<file path="config.mk">
export PLATFORM = sky130hd
export DESIGN_NAME = bfth_fifo
export DESIGN_NICKNAME = d
export VERILOG_FILES = /design/src/hdl/bfth_fifo.sv
export SDC_FILE = /design/constraint.sdc
export NUM_CORES = 1
export LEC_CHECK = 0
export BUFFER_PORTS_ARGS = -buffer_cell sky130_fd_sc_hd__buf_4
export CORE_MARGIN = 4
export CORE_UTILIZATION = 30
export CTS_CLUSTER_SIZE = 25
export DETAILED_ROUTE_END_ITERATION = 7
export HOLD_SLACK_MARGIN = 0.08
export SYNTH_ARGS = -nofsm -noshare
export SYNTH_HDL_FRONTEND = slang
export SYNTH_SLANG_ARGS = --single-unit
</file>
<file path="constraint.sdc">
create_clock -name clk -period 4 [get_ports clk]
set_input_delay 0.8 -clock clk [delete_from_list [all_inputs] [get_ports clk]]
set_output_delay 0.8 -clock clk [all_outputs]
set_load 0.02 [all_outputs]
</file>
<file path="src/hdl/bfth_fifo.sv">
// Small register queue between the hashing front and the store back end.
module bfth_fifo #(
  parameter int WIDTH = 8,
  parameter int DEPTH = 2
) (
  input  logic             clk,
  input  logic             rst_n,
  input  logic             push,
  input  logic [WIDTH-1:0] push_data,
  output logic             full,
  input  logic             pop,
  output logic [WIDTH-1:0] pop_data,
  output logic             empty
);

  localparam int PW = (DEPTH > 1) ? $clog2(DEPTH) : 1;
  localparam int CW = $clog2(DEPTH + 1);

  logic [WIDTH-1:0] mem_r [DEPTH];
  logic [PW-1:0]    wptr_r, wptr_nxt;
  logic [PW-1:0]    rptr_r, rptr_nxt;
  logic [CW-1:0]    count_r, count_nxt;
  logic             do_push, do_pop;

  assign full     = (count_r == CW'(DEPTH));
  assign empty    = (count_r == '0);
  assign do_push  = push && !full;
  assign do_pop   = pop && !empty;
  assign pop_data = mem_r[rptr_r];

  always_comb begin
    wptr_nxt  = wptr_r;
    rptr_nxt  = rptr_r;
    count_nxt = count_r;
    if (do_push) begin
      wptr_nxt = (wptr_r == PW'(DEPTH - 1)) ? '0 : wptr_r + PW'(1);
    end
    if (do_pop) begin
      rptr_nxt = (rptr_r == PW'(DEPTH - 1)) ? '0 : rptr_r + PW'(1);
    end
    if (do_push && !do_pop) begin
      count_nxt = count_r + CW'(1);
    end else if (do_pop && !do_push) begin
      count_nxt = count_r - CW'(1);
    end
  end

  always_ff @(posedge clk) begin
    if (!rst_n) begin
      wptr_r  <= '0;
      rptr_r  <= '0;
      count_r <= '0;
    end else begin
      wptr_r  <= wptr_nxt;
      rptr_r  <= rptr_nxt;
      count_r <= count_nxt;
    end
    if (do_push) begin
      mem_r[wptr_r] <= push_data;
    end
  end

endmodule

</file>
# After elaboration in Yosys (flattened, before gate mapping)
# Memory sizes are Yosys's and may differ from the RTL's. A register that Yosys moved wholly into a read port is not among the register bits.
# Cells that the tools add are included.
# classes
n_addsub	4
eq_ne	1
mux	8
n_reduce_logical	10
# ops
cell	n
2-to-1 mux 1 bit	6
logical AND 1 bit	4
zero test 1 bit	4
2-to-1 mux 2 bit	2
adder 1 bit (second input constant)	2
adder 2 x 1 -> 2 bit (second input constant)	1
== test 2 bit (second input constant)	1
zero test 2 bit	1
nonzero test 2 bit	1
subtractor 2 x 1 -> 2 bit (second input constant)	1
# totals
regBits	4
ram_bits	16
input_bits	12
output_inout_bits	10
n_memories	1
# memory_table
name	words	word_bits	read_ports	rd_clocked_by_memory_dff	write_ports	line	source
mem_r	2	8	1	1	1	19	logic [WIDTH-1:0] mem_r [DEPTH];

# Logic depth before layout (Yosys ltp)
# Gate-level depths: netlist of run 1.
# logic_depth
depth_word	7
depth_mapped	7

# Worst setup path before layout of run 1
# No wires, ideal clock.
# synth_path
path_kind	in2reg
start	input push
end	register count_r[1]
setup_ns	0.070
t_arrival_ns	1.665
required_time_ns	3.930
path_slack_ns	2.265
path_stages	5
path_buffers	0
cell_sequence	inv_1 -> nor2_1 -> ha_1 -> or3_1 -> a21boi_1
# synth_via
elab_chain_len	4
word_cells_on_any_way	6
cone_classes	mux: 1; reduce/logical: 5
# synth_lines
item	line	source
start, declared	8	input logic push,
logical AND 1 bit *	27	assign do_push = push && !full;
zero test 1 bit	43	end else if (do_pop && !do_push) begin
logical AND 1 bit	43	
nonzero test 2 bit (no line)	--	
end signal, assigned	56	count_r <= count_nxt;
end, declared	22	logic [CW-1:0] count_r, count_nxt;
# Mark *: on every way between the ends. The rest lies on a longest branch, timed or not.
# A chain may end at the register's enable or synchronous reset.

==> results.yml, run 1 <==
layout:
  fin_util_pct: 40.7
  fin_nets: 88
  drive_gt1_share_pct: 47.3
  area_delta_synth_final_pct: 26.9
  n_fill_cell: 253
  diodes: 0
timing:
  setup_viol: 0
  fin_skew_ns: 0.00968
  relSlewSlack_pct: 51.1
  fin_tns_setup_ns: 0
  rsz0062_at_grt: "no"
  worstMarginPinSlew_ns: 0.729
  fmax_ghz: 0.456
  period_share_pct: 54.8
  hold_viol_final: 0
  period_minus_slack_ns: 2.19
  maxSlewViolCount: 0
run_status:
  status: "finished clean"
setup_path:
  worst-setup-path-type: "reg2out"
  cp.arrival_ns: 1.39
  worstSetupStartpointType: "flip-flop"
  cp.required_ns: 3.20
  crit_fanout: 8
  worstSetupEndpointType: "primary output"
routing:
  routed_wl_mm: 1.30
  dr.pass1.iters: 4
  wl_per_cell_um: 12.5
  drc: 0
  vias: 480
  drt_iter0_drc: 16
  vias_per_cell: 4.62
  ant_nets: 0
logic_synthesis:
  yosys_warnings: 0
  postSynthCellCount: 50
  synth.area.top_cells: "edfxtp_1, dfxtp_1, mux2_2"
  synthDistinctLibCells: 20
  synth_top_area_share_pct: 59.4
  ys_dominant_reg_cell: "edfxtp_1"
  synth_nets: 63
  yosysSeqAreaShare_pct: 71.7
  yosys.area.top_type: "edfxtp_1"
  syn_avg_cell_area_um2: 16.2
  synth_common_cells: "edfxtp_1, mux2_2, dfxtp_1"
  synth.most_common_cell: "edfxtp_1"
  synth_edf_count: 16
  async_flop_share_pct: 0
  syn_area_um2: 810
  synth-seq-cells: 21
power:
  p_comb_share_pct: 36.7
  power_switching_share_pct: 32.2
  powerDensity_nw_per_um2: 623
  p_leak_nw: 0.399
  seq_power_share_pct: 48.1
  ir_drop_uv: 320
  power.switching_mw: 0.206
  clkPwrFrac_pct: 15.2
  p_int_mw: 0.434
clock_network:
  clk_path_buf_depth: 2
  path_clk_slew_ns: 0.10
  cts_tree: "built"
  cts-buffers-inserted: 3
  cts_resized: 0
  hold_buffers: 0
  clkLatencyLatePin_ns: 0.30
  clock_sinks: 21
  post_cts_buffers: 0
  htreeDepth: 1
  root_buffer: "clkbuf_4"
die:
  io_pins: 22
  start_util_pct: 32.1
  dieArea_um2: 3590
  core_um2: 2520
  die_y_um: 59.9
  row_count: 18
  die_w_um: 59.9
grt:
  grt.overflow.total: 0
  grt_pass1_vias: 476
  grt_use_met2_pct: 11.9
  antenna_found_initial: 0
  use_met3_pct: 2.81
  grt_use_met1_pct: 10.9
  grt_pass1_wl_mm: 2.09
  grt-busiest-layer: "met2"
  grt_max_degree: 13
  track_usage_pct: 8.07
hold_path:
  min_path_type: "reg2reg"
place:
  port_buffers: 21
  post-dp-hpwl_um: 950
  gp_congestion: 0.713
run:
  drv_cap: 0
## power groups by stage
stage | Combinational (mW) | Sequential, mW | Clock [mW]
detailed placement | 0.238 | 0.314 | 0
finish | 0.235 | 0.308 | 0.0972
global route | 0.255 | 0.315 | 0.116
floorplan | 0.167 | 0.297 | 0
CTS | 0.238 | 0.309 | 0.104
global placement | 0.235 | 0.312 | 0
## layout by cell type, fill, tap and decap left out, drive strengths merged
master,count
buf,21
edfxtp,16
mux2,8
dfxtp,5
and2,3
clkbuf,3
nor2,2
xnor2,2
inv,2
o21ai,2
a21boi,2
nand2b,1
and3,1
nor3,1
o21a,1
xor2,1
or3,1
ha,1
clkinv,1
## stage by stage
stage          power [mW]  instance area, um^2  std cells  worst slack [ns]  hold WS, ns
2_1_floorplan       0.464                  810         50              2.27        0.483
3_3_place_gp        0.547                 1000        100              2.04        0.509
3_5_place_dp        0.552                 1000        100              2.03        0.519
4_1_cts             0.651                 1030        104              1.76        0.536
5_1_grt             0.686                 1030        104              1.73        0.622
6_report            0.640                 1030        104              1.81        0.537
## kinds of logic (layout without fill, tap and decap cells)
group / count (synthesis) / count (layout) / share of synthesized area, %
flip-flops: 21 / 21 / 71.7
AND/OR/NAND/NOR: 9 / 9 / 6.80
multiplexers: 8 / 8 / 11.1
AO/OA/AOI/OAI: 5 / 5 / 4.02
XOR/XNOR: 3 / 3 / 3.25
buffers and inverters: 3 / 27 / 1.54
adder cells (fa/ha/maj): 1 / 1 / 1.55
## registers in the layout, indices dropped and copies added, names as in the netlist, named ones only
register  cells
mem_r        16
wptr_r        1
count_r       2
rptr_r        1
## critical path, cell delays in order, from the launching register on
cell and delay (ns):
dfxtp_1 0.56, mux2_2 0.39, buf_4 0.16
## per-layer routing
layer	wire, um	part of all wire [%]
met1	590	45
met2	586	45
met4	0	0
met3	120	9.3
met5	0	0
## layout make-up
| cell class | count | area (um^2) | area share (%) |
|---|---|---|---|
| inverter | 2 | 7.51 | 0.731 |
| sequential | 21 | 581 | 56.5 |
| multi-input combinational | 26 | 216 | 21.1 |
| tap | 30 | 37.5 | 3.65 |
| clock inverter | 1 | 5.00 | 0.487 |
| timing repair buffer | 21 | 158 | 15.3 |
| clock buffer | 3 | 22.5 | 2.19 |
## path summary, 6_finish.rpt
path                                         startpoint                 endpoint  slack (ns)  cells after the start
worst max-delay path                          flip-flop              pop_data[0]        1.81                      2
worst min-delay path            count_r[1]$_SDFFE_PN0P_  count_r[1]$_SDFFE_PN0P_        0.54                      2
worst max register to register  count_r[0]$_SDFFE_PN0P_    mem_r[0][2]$_DFFE_PP_        2.41                      3
worst min register to register  count_r[1]$_SDFFE_PN0P_  count_r[1]$_SDFFE_PN0P_        0.54                      2
Power figures use the tool's default switching activity.
==> run 2, diff against run 1 <==
==> constraint.sdc (replaced) <==
create_clock -name clk -period 2.2 [get_ports clk]
set_input_delay 0.44 -clock clk [delete_from_list [all_inputs] [get_ports clk]]
set_output_delay 0.44 -clock clk [all_outputs]
set_load 0.02 [all_outputs]
==> run 2 against run 1 <==
First-iteration DRC count fell by 75%. Largest power group unchanged. Worst setup slack got worse by 1.4 ns. Combinational power rose by 84%. Critical endpoint is now pop_data[4]. Utilization rose by 0.30 points. Clock power rose by 78%. Sequential power rose by 81%. Global-route usage fell by 0.41 points. Die area did not move. Cell area rose by 0.73%. Non-clock buffer count rose by 1. Hold slack got worse by 0.21 ns. Register-to-register slack got worse by 1.8 ns.
==> results.yml, run 2 (synthesis gave the netlist of run 1 again) <==
setup_path:
  worstSetupStartpointType: "flip-flop"
  cp.depth: 2
  cp.required_ns: 1.76
  slowest_stage: "dfxtp_1"
  worst-setup-path-type: "reg2out"
  r2r-start: "count_r[0]$_SDFFE_PN0P_"
  max_stage_delay_ns: 0.56
  crit_fanout: 8
  rrSetupSlack_ns: 0.63
  worst-path-buf-inv: 1
  critical_path.endpoint: "pop_data[4]"
  critPathTopFamily: "flip-flops"
  timing.rr.end: "count_r[1]$_SDFFE_PN0P_"
  worstRegToRegCells: 6
  worstPathCellList: "mux2_2 -> buf_4"
  cp.arrival_ns: 1.38
  worstSetupEndpointType: "primary output"
layout:
  largest_reg_flops: 16
  final_area_um2: 1030
  area_delta_synth_final_pct: 27.8
  n_fill_cell: 245
  drive_gt1_share_pct: 48.0
  final_common_cell: "buf_4"
  top_regs: "mem_r x16, count_r x2"
  fin_util_pct: 41.0
  fin_nets: 89
  final_cell_mix: "buf_4, edfxtp_1, mux2_2"
  regMostFlops: "mem_r"
  diodes: 0
  instances_no_fill: 105
clock_network:
  clkLatencyLatePin_ns: 0.29
  post_cts_buffers: 0
  clock_sinks: 21
  clk_path_buf_depth: 2
  cts-buffers-inserted: 3
  htreeDepth: 1
  root_buffer: "clkbuf_4"
  cts_tree: "built"
  hold_buffers: 0
  path_clk_slew_ns: 0.11
  cts_resized: 0
grt:
  grt_max_degree: 13
  track_usage_pct: 7.66
  grt_pass1_vias: 478
  grt_pass1_wl_mm: 2.00
  grt.overflow.total: 0
  antenna_found_initial: 0
routing:
  ant_nets: 0
  vias: 454
  drc: 0
  drt_iter0_drc: 4
  vias_per_cell: 4.32
  dr.pass1.iters: 2
  wl_per_cell_um: 11.6
  routed_wl_mm: 1.22
timing:
  rsz0062_at_grt: "no"
  maxSlewViolCount: 0
  hold_viol_final: 0
  fin_tns_setup_ns: 0
  fin_skew_ns: 0.00498
  fmax_ghz: 0.548
  worstMarginPinSlew_ns: 0.392
  timing.final.ws_setup_ns: 0.375
  setup_viol: 0
  period_minus_slack_ns: 1.82
  period_share_pct: 83.0
  relSlewSlack_pct: 73.9
  hold_slack_ns: 0.326
power:
  powerDensity_nw_per_um2: 1120
  fin_total_pwr_mw: 1.16
  p_leak_nw: 0.404
  ir_drop_uv: 474
place:
  pre_cts_ws_ns: 0.643
  place_area_um2: 1010
  port_buffers: 21
  post-dp-hpwl_um: 949
  gp_congestion: 0.643
  dp_cells: 101
die:
  io_pins: 22
  row_count: 18
  start_util_pct: 32.1
  core_um2: 2520
  die_w_um: 59.9
  die_y_um: 59.9
  dieArea_um2: 3590
run_status:
  status: "finished clean"
run:
  drv_cap: 0
hold_path:
  min_path_type: "in2reg"
-- run 2: cell type report --
cell class,instances,area (um^2),share of cell area [%]
inverter,2,7.51,0.726
clock inverter,1,5.00,0.484
multi-input combinational,26,216,20.9
tap,30,37.5,3.63
timing repair buffer,22,165,16.0
sequential,21,581,56.1
clock buffer,3,22.5,2.18
-- run 2: worst min-delay path by stage --
stage | depth (start not counted) | start | slack (ns) | endpoint
finish | 1 | push_data[1] | 0.33 | mem_r[0][1]$_DFFE_PP_
global route | 1 | push_data[1] | 0.30 | mem_r[0][1]$_DFFE_PP_
CTS | 1 | push_data[1] | 0.31 | mem_r[0][1]$_DFFE_PP_
detailed placement | 2 | count_r[1]$_SDFFE_PN0P_ | 0.51 | count_r[1]$_SDFFE_PN0P_
global placement | 2 | count_r[1]$_SDFFE_PN0P_ | 0.51 | count_r[1]$_SDFFE_PN0P_
floorplan | 2 | count_r[1]$_SDFFE_PN0P_ | 0.48 | count_r[1]$_SDFFE_PN0P_
-- run 2: layer usage --
layer / global-route usage (%) / share of wire [%] / vias up
met2: 12.3 / 45 / 16
li1: - / - / 231
met1: 9.31 / 46 / 207
met5: 0 / 0 / -
met3: 2.81 / 9.3 / 0
met4: 2.85 / 0 / 0
-- run 2: worst reg2reg max path, cell delays in order, from the launching register on --
cell and delay, ns:
dfxtp_1 0.42, nand2b_1 0.18, inv_2 0.06, nor2_1 0.09
ha_1 0.26, or3_1 0.35, a21boi_1 0.14
-- run 2: report_power, final --
group,switching (mW),internal [mW],total [mW]
Combinational,0.212,0.220,0.432
Sequential,0.0507,0.506,0.556
Clock,0.106,0.0675,0.173
