==> src/hdl/bfth_pkg.sv <==
// Shared constants for the three-hash Bloom filter.
package bfth_pkg;

  localparam int HASH_W = 64;
  localparam int CHAR_W = 8;
  localparam int BCNT_W = 13;
  localparam int HALF_W = HASH_W / 2;

  localparam logic [HASH_W-1:0] RS_START = 64'd63689;
  localparam logic [HALF_W-1:0] RS_STEP = 32'd378551;
  localparam logic [BCNT_W-1:0] BCNT_RESET = 13'd50;

  localparam logic KIND_INSERT = 1'b0;
  localparam logic KIND_QUERY = 1'b1;

endpackage

==> src/hdl/bfth_front.sv <==
// Hashing front end: folds each key character into the three string hashes.
module bfth_front #(
  parameter int MAX_BITS = 4096
) (
  input  logic                          clk,
  input  logic                          rst_n,
  input  logic                          in_valid,
  output logic                          in_stall,
  input  logic                          in_kind,
  input  logic [bfth_pkg::CHAR_W-1:0]   in_key_char,
  input  logic                          in_last_char,
  input  logic [bfth_pkg::BCNT_W-1:0]   bit_count,
  input  logic                          clearing,
  input  logic                          fifo_full,
  output logic                          push,
  output logic [1+3*bfth_pkg::HASH_W+$clog2(MAX_BITS+1)-1:0] push_data
);

  import bfth_pkg::*;

  localparam int MW   = $clog2(MAX_BITS + 1);
  localparam int CMPW = (MW > BCNT_W) ? MW : BCNT_W;

  typedef enum logic {F_IDLE, F_MUL} fstate_t;

  fstate_t          state_r, state_nxt;
  logic [2:0]       step_r, step_nxt;
  logic [HASH_W-1:0] h131_r, h131_nxt;
  logic [HASH_W-1:0] h65599_r, h65599_nxt;
  logic [HASH_W-1:0] hrs_r, hrs_nxt;
  logic [HASH_W-1:0] rsm_r, rsm_nxt;
  logic [HASH_W-1:0] acc_r, acc_nxt;
  logic [HASH_W-1:0] c_r, c_nxt;
  logic              last_r, last_nxt;
  logic              kind_r, kind_nxt;
  logic [HALF_W-1:0] opa, opb;
  logic [HASH_W-1:0] prod, prod_hi;
  logic [HASH_W-1:0] c_ext;
  logic              accept;
  logic [MW-1:0]     modulus;

  assign in_stall = (state_r != F_IDLE) || clearing || fifo_full;
  assign accept   = in_valid && !in_stall;
  assign c_ext    = {{(HASH_W - CHAR_W){in_key_char[CHAR_W-1]}}, in_key_char};

  // zero means one, above the store size saturates
  always_comb begin
    if (bit_count == '0) begin
      modulus = MW'(1);
    end else if (CMPW'(bit_count) > CMPW'(MAX_BITS)) begin
      modulus = MW'(MAX_BITS);
    end else begin
      modulus = MW'(bit_count);
    end
  end

  // shared 32x32 multiplier, operands picked per step
  always_comb begin
    case (step_r)
      3'd0:    begin opa = hrs_r[HALF_W-1:0];      opb = rsm_r[HALF_W-1:0];      end
      3'd1:    begin opa = hrs_r[HALF_W-1:0];      opb = rsm_r[HASH_W-1:HALF_W]; end
      3'd2:    begin opa = hrs_r[HASH_W-1:HALF_W]; opb = rsm_r[HALF_W-1:0];      end
      3'd3:    begin opa = rsm_r[HALF_W-1:0];      opb = RS_STEP;                end
      default: begin opa = rsm_r[HASH_W-1:HALF_W]; opb = RS_STEP;                end
    endcase
  end

  assign prod    = HASH_W'(opa) * HASH_W'(opb);
  assign prod_hi = {prod[HALF_W-1:0], {HALF_W{1'b0}}};

  always_comb begin
    state_nxt  = state_r;
    step_nxt   = step_r;
    h131_nxt   = h131_r;
    h65599_nxt = h65599_r;
    hrs_nxt    = hrs_r;
    rsm_nxt    = rsm_r;
    acc_nxt    = acc_r;
    c_nxt      = c_r;
    last_nxt   = last_r;
    kind_nxt   = kind_r;
    push       = 1'b0;
    case (state_r)
      F_IDLE: begin
        if (accept) begin
          h131_nxt   = (h131_r << 7) + (h131_r << 1) + h131_r + c_ext;
          h65599_nxt = (h65599_r << 16) + (h65599_r << 6) - h65599_r + c_ext;
          c_nxt      = c_ext;
          last_nxt   = in_last_char;
          kind_nxt   = in_kind;
          step_nxt   = 3'd0;
          state_nxt  = F_MUL;
        end
      end
      F_MUL: begin
        step_nxt = step_r + 3'd1;
        case (step_r)
          3'd0:    acc_nxt = prod;
          3'd1:    acc_nxt = acc_r + prod_hi;
          3'd2:    hrs_nxt = acc_r + prod_hi + c_r;
          3'd3:    acc_nxt = prod;
          default: begin
            state_nxt = F_IDLE;
            if (last_r) begin
              push       = 1'b1;
              h131_nxt   = '0;
              h65599_nxt = '0;
              hrs_nxt    = '0;
              rsm_nxt    = RS_START;
            end else begin
              rsm_nxt = acc_r + prod_hi;
            end
          end
        endcase
      end
      default: state_nxt = F_IDLE;
    endcase
  end

  assign push_data = {kind_r, h131_r, h65599_r, hrs_r, modulus};

  always_ff @(posedge clk) begin
    if (!rst_n) begin
      state_r  <= F_IDLE;
      step_r   <= '0;
      h131_r   <= '0;
      h65599_r <= '0;
      hrs_r    <= '0;
      rsm_r    <= RS_START;
    end else begin
      state_r  <= state_nxt;
      step_r   <= step_nxt;
      h131_r   <= h131_nxt;
      h65599_r <= h65599_nxt;
      hrs_r    <= hrs_nxt;
      rsm_r    <= rsm_nxt;
    end
    acc_r  <= acc_nxt;
    c_r    <= c_nxt;
    last_r <= last_nxt;
    kind_r <= kind_nxt;
  end

`ifndef SYNTHESIS
  a_no_accept_busy: assert property (@(posedge clk) disable iff (!rst_n)
    accept |-> !clearing && !fifo_full)
    else $error("request accepted while clearing or queue full");
  a_push_room: assert property (@(posedge clk) disable iff (!rst_n)
    push |-> !fifo_full)
    else $error("key pushed into a full queue");
`endif

endmodule

==> config.mk <==
export PLATFORM = sky130hd
export DESIGN_NAME = bfth_front
export DESIGN_NICKNAME = d
export VERILOG_FILES = /design/src/hdl/bfth_pkg.sv /design/src/hdl/bfth_front.sv
export SDC_FILE = /design/constraint.sdc
export NUM_CORES = 2
export LEC_CHECK = 0
export ABC_AREA = 0
export BUFFER_PORTS_ARGS = -buffer_cell sky130_fd_sc_hd__clkbuf_2
export CAP_MARGIN = 20
export CORE_MARGIN = 10
export CORE_UTILIZATION = 59
export CTS_BUF_LIST = sky130_fd_sc_hd__clkbuf_16
export CTS_CLUSTER_SIZE = 10
export DETAILED_ROUTE_END_ITERATION = 8
export PLACE_DENSITY = 0.85
export RECOVER_POWER = 25
export SYNTH_ARGS = -nofsm -noshare
export SYNTH_HDL_FRONTEND = slang
export SYNTH_SLANG_ARGS = --single-unit
==> constraint.sdc <==
create_clock -name clk -period 11.8 [get_ports clk]
set_clock_uncertainty 0.2 [all_clocks]
set_input_delay 1.77 -clock clk [delete_from_list [all_inputs] [get_ports clk]]
set_output_delay 1.77 -clock clk [all_outputs]
set_load 0.05 [all_outputs]
* Word level (Yosys, flattened, before mapping)
Index checks and enable logic that the tools add are counted.
W data, S select, Z words.
** Word-level totals
- Register bits :: 334
- Input bits :: 28
- Output and inout port bits :: 208
- Word-level logic and storage cells :: 69
** Operators by class
- Add/subtract/negate cells :: 9
- Multiply operators :: 1
- $lt $le $gt $ge :: 1
- Equality and inequality tests :: 6
- Multiplexer cells :: 21
- Bitwise operators :: 3
- Reductions and logical operators :: 18
** Operator list (number)
- $pmux W64 S2 :: 4
- $add A64 B64 Y64 :: 7
- $mux W64 :: 5
- $pmux W32 S3 :: 1
- $mul A32 B32 Y64 :: 1
- $pmux W32 S2 :: 1
- $sub A64 B64 Y64 :: 1
- $mux W13 :: 2
- $gt A13 B13 Y1 const B :: 1
- $logic_not A13 Y1 :: 1
- $eq A3 B2 Y1 const B :: 2
- $pmux W3 S2 :: 1
- $reduce_and A2 Y1 :: 3
- $reduce_and A3 Y1 :: 2
- $reduce_or A2 Y1 :: 3
- $mux W1 :: 5
- $ne A2 B2 Y1 const B :: 2
- $reduce_bool A2 Y1 :: 2
- $reduce_or A4 Y1 :: 1
- $add A3 B1 Y3 const B :: 1
- $eq A3 B1 Y1 const B :: 1
- $logic_not A3 Y1 :: 1
- $mux W3 :: 1
- $not A1 Y1 :: 3
- 6 further kinds :: 7

* Logic depth before layout (Yosys ltp)
- Depth after elaboration :: 7
- Gate-level depth with buffers :: 55
- Depth with buffers taken out :: 50

* Worst setup path after synthesis
No wires, ideal clock.
- Kind :: register to register
- From :: register step_r[1]
- To :: register hrs_r[63]
- Library setup time :: 0.117 ns
- Data arrival time :: 11.015 ns
- Data required time :: 11.483 ns
- Path slack :: 0.468 ns
- Stages on the path, launching flop included :: 45
- Path buffers :: 5
- Clock period less this slack :: 11.332 ns
- Cell sequence :: dfxtp_1 -> inv_1 -> ha_1 -> clkbuf_1 -> nor2_1 -> nor2_1 -> nor2_1 -> clkbuf_1 -> a221oi_1 -> clkbuf_1 -> nor2_1 -> fa_1 -> fa_1 -> fa_1 -> inv_1 -> fa_1 -> inv_1 -> fa_1 -> [... 9 more ...] -> a21bo_2 -> a21oi_1 -> xnor2_1 -> ha_1 -> a21o_1 -> a221o_1 -> o41ai_1 -> o21bai_1 -> a21oi_1 -> xnor2_1 -> ha_1 -> clkbuf_1 -> a21o_1 -> a21o_1 -> a21oi_1 -> o211a_1 -> xnor3_1 -> a22o_1
** On the way
- Longest elaborated chain between the ends :: 7
- Elaborated cells on any way between the ends :: 16
- Those cells by class :: add/sub (2); mul (1); eq/ne (3); mux (3); bitwise (1); reduce/logical (6)
** RTL lines
- start: declaration :: line bfth_front.sv:27 : logic [2:0] step_r, step_nxt;
- start signal: assignment :: line bfth_front.sv:132 : step_r <= step_nxt;
- $eq A3 B1 Y1, or another cell as far along :: line bfth_front.sv:59, bfth_front.sv:97
- $reduce_or A2 Y1 (no source line)
- $pmux W32 S3 / $pmux W32 S2 (equally long branches) :: line bfth_front.sv:59 : case (step_r)
- $mul A32 B32 Y64 :: line bfth_front.sv:68 : assign prod = HASH_W'(opa) * HASH_W'(opb);
- $add A64 B64 Y64 (2 in a row) :: line bfth_front.sv:100 : 3'd2: hrs_nxt = acc_r + prod_hi + c_r;
- $pmux W64 S2 :: line bfth_front.sv:97 : case (step_r)
- end signal: assignment :: line bfth_front.sv:135 : hrs_r <= hrs_nxt;
- end: declaration :: line bfth_front.sv:30 : logic [HASH_W-1:0] hrs_r, hrs_nxt;
Several ways; a longest one is shown, not always the timed one.
A chain may end at the register's enable or synchronous reset.

* Worst setup path in the final report
- From :: register step_r[0]
- To :: register hrs_r[63]
The elaborated chain is that of the path after synthesis.

==> metrics.txt <==
# TYPE chip_impl_metric gauge
chip_impl_info{name="holdCritPathClass",value="flop to flop"} 1
chip_impl_metric{name="clkTransAtPathRegs",unit="ps"} 60
chip_impl_metric{name="final.period_utilization",unit=""} 0.9765
chip_impl_metric{name="first_global_vias",unit=""} 56310
chip_impl_metric{name="dieHeight",unit="microns"} 346.2
chip_impl_metric{name="postSynthRegisterBits",unit=""} 334
chip_impl_info{name="layout_commonest_cell",value="sky130_fd_sc_hd__inv_1"} 1
chip_impl_metric{name="final.setup.tns",unit="ps"} 0
chip_impl_metric{name="dieArea",unit="sq mm"} 0.1198
chip_impl_metric{name="clock_latency",unit="ps"} 610
chip_impl_metric{name="worst_path_largest_cell_delay",unit="ps"} 580
chip_impl_metric{name="yosys.area_share.adder",unit=""} 0.4602
chip_impl_metric{name="floorplan.die.width",unit="microns"} 346.2
chip_impl_metric{name="numClockSinks",unit=""} 334
chip_impl_metric{name="totalWireLength",unit="microns"} 222400
chip_impl_info{name="timing.critical_path.max_delay_family",value="adder cells"} 1
chip_impl_metric{name="dpl_worst_slack",unit="ps"} -351.0
chip_impl_metric{name="wl_per_cell",unit="microns"} 25.30
chip_impl_metric{name="gp_routability_congestion",unit=""} 1.045
chip_impl_info{name="critical_path.startpoint_type",value="flop"} 1
chip_impl_metric{name="slew_violations",unit=""} 241
chip_impl_metric{name="wire_length_of_the_first_global_routing_pass",unit="microns"} 339400
chip_impl_metric{name="grt_start_max_net_pins",unit=""} 82
chip_impl_metric{name="syn_area_per_cell",unit="sq um"} 8.675
chip_impl_metric{name="firstDrtPassIters",unit=""} 9
chip_impl_metric{name="seq_power_share",unit=""} 0.121
chip_impl_metric{name="vias",unit=""} 54240
chip_impl_metric{name="final.min_clock_period",unit="ps"} 11520
chip_impl_metric{name="yosys.area_share.xor_xnor",unit=""} 0.03704
chip_impl_metric{name="initial_utilization",unit=""} 0.5954
chip_impl_metric{name="worst_ir_drop_vdd",unit="mV"} 0.3574
chip_impl_metric{name="tightest_slew",unit="ps"} 3509
chip_impl_metric{name="area.growth.synth_to_final",unit="%"} 8.120
chip_impl_metric{name="pwr-share-clk",unit=""} 0.103
chip_impl_metric{name="worst_hold_path_depth",unit=""} 2
chip_impl_metric{name="layout_setup_ws",unit="ps"} 277.0
chip_impl_metric{name="remaining_drc_errors",unit=""} 3
chip_impl_metric{name="insertedDiodeCount",unit=""} 0
chip_impl_info{name="run_status",value="complete, but fails checks"} 1
chip_impl_info{name="cts_tree",value="yes"} 1
chip_impl_info{name="violations",value="design-rule violations, max-capacitance violations, max-slew violations"} 1
chip_impl_metric{name="cts_htree_levels",unit=""} 2
chip_impl_info{name="synthDominantAreaCellType",value="sky130_fd_sc_hd__fa_1"} 1
chip_impl_info{name="synth_top_family_by_area",value="adder cells"} 1
chip_impl_metric{name="power.net_switching",unit="uW"} 6878
chip_impl_metric{name="drt_iter0_markers",unit=""} 5780
chip_impl_metric{name="simple_gate_portion_of_the_synthesized_area",unit=""} 0.1492
chip_impl_metric{name="cts_buffers",unit=""} 44
chip_impl_metric{name="clockBufferDepth",unit=""} 3
chip_impl_metric{name="critical_path_depth",unit=""} 41
chip_impl_metric{name="power.share.combinational",unit=""} 0.777
chip_impl_metric{name="p_int",unit="uW"} 5937
chip_impl_info{name="synth-main-ff-cell",value="sky130_fd_sc_hd__dfxtp_1"} 1
chip_impl_metric{name="detailedPlacementHpwl",unit="microns"} 182700
chip_impl_metric{name="netlist_area",unit="sq mm"} 0.06276
chip_impl_metric{name="layout.area.seq",unit="sq mm"} 0.007428
chip_impl_metric{name="synth.yosys.warnings",unit=""} 0
chip_impl_metric{name="finalNetCount",unit=""} 9027
chip_impl_metric{name="io_pins",unit=""} 236
chip_impl_metric{name="instance_count_of_the_mapped_netlist",unit=""} 7235
chip_impl_metric{name="synth_sequential_area_ratio",unit=""} 0.1183
chip_impl_info{name="grt_most_used_layer",value="met2"} 1
chip_impl_metric{name="fin_area",unit="sq mm"} 0.06786
chip_impl_metric{name="setup_viol",unit=""} 0
chip_impl_metric{name="drt.antenna.violating_nets",unit=""} 0
chip_impl_metric{name="worstPathArrival",unit="ps"} 11820
chip_impl_metric{name="cellLeakagePower",unit="uW"} 0.03135
chip_impl_info{name="slowest_stage_cell_crit_path",value="sky130_fd_sc_hd__fa_1"} 1
chip_impl_metric{name="netSwitchingFraction",unit=""} 0.5367
chip_impl_metric{name="grt.met3_usage",unit=""} 0.08679
chip_impl_metric{name="detailed_route_vias_per_instance",unit=""} 6.170
chip_impl_metric{name="postSynthNetCount",unit=""} 8898
chip_impl_metric{name="yosys-mux-area-fraction",unit=""} 0.001136
chip_impl_metric{name="place_area",unit="sq mm"} 0.06603
chip_impl_metric{name="layout.filler_cells",unit=""} 8980
chip_impl_info{name="worstSetupPathType",value="flop to flop"} 1
chip_impl_metric{name="final_layout_size_suffix_gt1_frac",unit=""} 0.07446
chip_impl_metric{name="layout.core_utilization",unit=""} 0.6437
chip_impl_info{name="clk_root_buffer_cell",value="sky130_fd_sc_hd__clkbuf_16"} 1
chip_impl_metric{name="crit_path_max_fanout",unit=""} 25
chip_impl_metric{name="final-hold-violation-count",unit=""} 0
chip_impl_metric{name="yosysUniqueCellTypes",unit=""} 89
chip_impl_metric{name="number_of_synthesized_flops_with_an_enable_pin",unit=""} 74
chip_impl_metric{name="global_route.usage.total",unit=""} 0.3667
chip_impl_metric{name="core_area",unit="sq mm"} 0.1054
chip_impl_metric{name="synth_async_sr_flop_share",unit=""} 0
chip_impl_metric{name="antenna_violations_before_repair",unit=""} 7
chip_impl_metric{name="place.port_buffers",unit=""} 235
chip_impl_metric{name="critPathBufInv",unit=""} 8
chip_impl_metric{name="met2_use_gr",unit=""} 0.5861
chip_impl_metric{name="rows",unit=""} 119
chip_impl_info{name="critical-path-top-cell-by-count",value="sky130_fd_sc_hd__fa_1"} 1
chip_impl_info{name="synthTopCellsByArea",value="sky130_fd_sc_hd__fa_1, sky130_fd_sc_hd__ha_1, sky130_fd_sc_hd__dfxtp_1"} 1
chip_impl_metric{name="yosys.area.top_type_share",unit=""} 0.3579
chip_impl_metric{name="compound_cell_area_share_of_the_yosys_netlist",unit=""} 0.1431
chip_impl_metric{name="power.density",unit="mW/mm^2"} 188.8
chip_impl_metric{name="multiInputGateArea",unit="sq mm"} 0.05020
chip_impl_info{name="end_kind",value="flop"} 1
chip_impl_info{name="mostFrequentLayoutCells",value="sky130_fd_sc_hd__inv_1, sky130_fd_sc_hd__fa_1, sky130_fd_sc_hd__nand2_1"} 1
chip_impl_metric{name="r2r.worst_path.cells",unit=""} 41
chip_impl_metric{name="fmax",unit="MHz"} 86.78
chip_impl_metric{name="worstPathRequired",unit="ps"} 12100
chip_impl_metric{name="totalPowerFinal",unit="uW"} 12810
chip_impl_metric{name="ctsHoldBuffers",unit=""} 0
chip_impl_metric{name="r2r_setup_slack",unit="ps"} 280
chip_impl_metric{name="drv.max_cap_violation_count",unit=""} 6
chip_impl_metric{name="total_congestion_overflow",unit=""} 0
chip_impl_metric{name="grtUsageMet1",unit=""} 0.4544
chip_impl_metric{name="max-slew-margin-rel",unit=""} -1.339
cell usage after synthesis (109+ instances only):
| cell | count |
|---|---|
| sky130_fd_sc_hd__inv_1 | 1125 |
| sky130_fd_sc_hd__fa_1 | 1122 |
| sky130_fd_sc_hd__nand2_1 | 977 |
| sky130_fd_sc_hd__nor2_1 | 550 |
| sky130_fd_sc_hd__ha_1 | 513 |
| sky130_fd_sc_hd__clkbuf_1 | 370 |
| sky130_fd_sc_hd__a21oi_1 | 312 |
| sky130_fd_sc_hd__o21ai_0 | 293 |
| sky130_fd_sc_hd__dfxtp_1 | 260 |
| sky130_fd_sc_hd__a21o_1 | 183 |
| sky130_fd_sc_hd__xnor2_1 | 161 |
| sky130_fd_sc_hd__nor2b_1 | 144 |
| sky130_fd_sc_hd__a22oi_1 | 109 |
sequential cells by signal, summed over array words and instances (netlist names):
register / cells
last_r: 1
h65599_r: 64
rsm_r: 64
hrs_r: 64
acc_r: 64
c_r: 8
kind_r: 1
h131_r: 64
step_r: 3
state_r: 1
logic make-up (layout without fill, tap and decap cells):
logic type                 count (synthesis)  in the layout
and+or+nand+nor                         2118           2120
adders and majority gates               1635           1635
buffers and inverters                   1515           1678
AOI/OAI and AO/OA                       1364           1364
DFF                                      334            334
xor gates and xnor gates                 262            262
muxes                                      7              7
per-stage QoR:
step	std cells	hold WS, ps
floorplan	7235	253.7
global placement	8692	284.5
detailed placement	8694	287.8
CTS	8776	295.9
global route	8791	323.2
finish	8791	294.9
path summary, 6_finish.rpt:
| path | from | end |
|---|---|---|
| worst max-delay path | step_r[0]$_SDFFE_PN0P_ | hrs_r[63]$_SDFFE_PN0P_ |
| worst min-delay path | h65599_r[2]$_SDFFE_PN0P_ | h65599_r[2]$_SDFFE_PN0P_ |
| worst max register to register | step_r[0]$_SDFFE_PN0P_ | hrs_r[63]$_SDFFE_PN0P_ |
| worst min register to register | h65599_r[2]$_SDFFE_PN0P_ | h65599_r[2]$_SDFFE_PN0P_ |
layout make-up:
cell class / instances / share of cell area
multi-input cells: 5388 / 0.7397
flip-flops and latches: 334 / 0.1095
inverters: 1126 / 0.06232
repair buffers: 470 / 0.04270
well taps: 1391 / 0.02565
clock buffers: 44 / 0.01623
clock inverters: 38 / 0.003891
power groups by stage:
stage | registers, uW | clock network (uW) | logic [uW]
floorplan | 1730 | 0 | 6580
detailed placement | 1570 | 0 | 9340
finish | 1550 | 1310 | 9960
global placement | 1570 | 0 | 9290
global route | 1550 | 1380 | 10800
CTS | 1540 | 1330 | 9440
metal layers:
layer / vias up / routed length [microns]
li1: 23570 / -
met1: 26830 / 81820
met2: 3091 / 100400
met3: 743 / 24090
met4: 10 / 15990
met5: - / 80
timing repair:
item	4_1_cts	5_1_grt
endpoints found under the setup margin	4	8
gates resized for setup	10	106
setup buffers	0	12
pin swaps	1	24
gates cloned	0	2
worst reg2reg max path, delay by kind of cell, from the launching register on:
family                     cells  cell delay (ps)
buffers and inverters          8             1280
DFF                            1              370
xor gates and xnor gates       3              570
AOI/OAI and AO/OA              7             1680
and+or+nand+nor               11             1740
adders and majority gates     12             5570
Power figures use the tool's default switching activity.
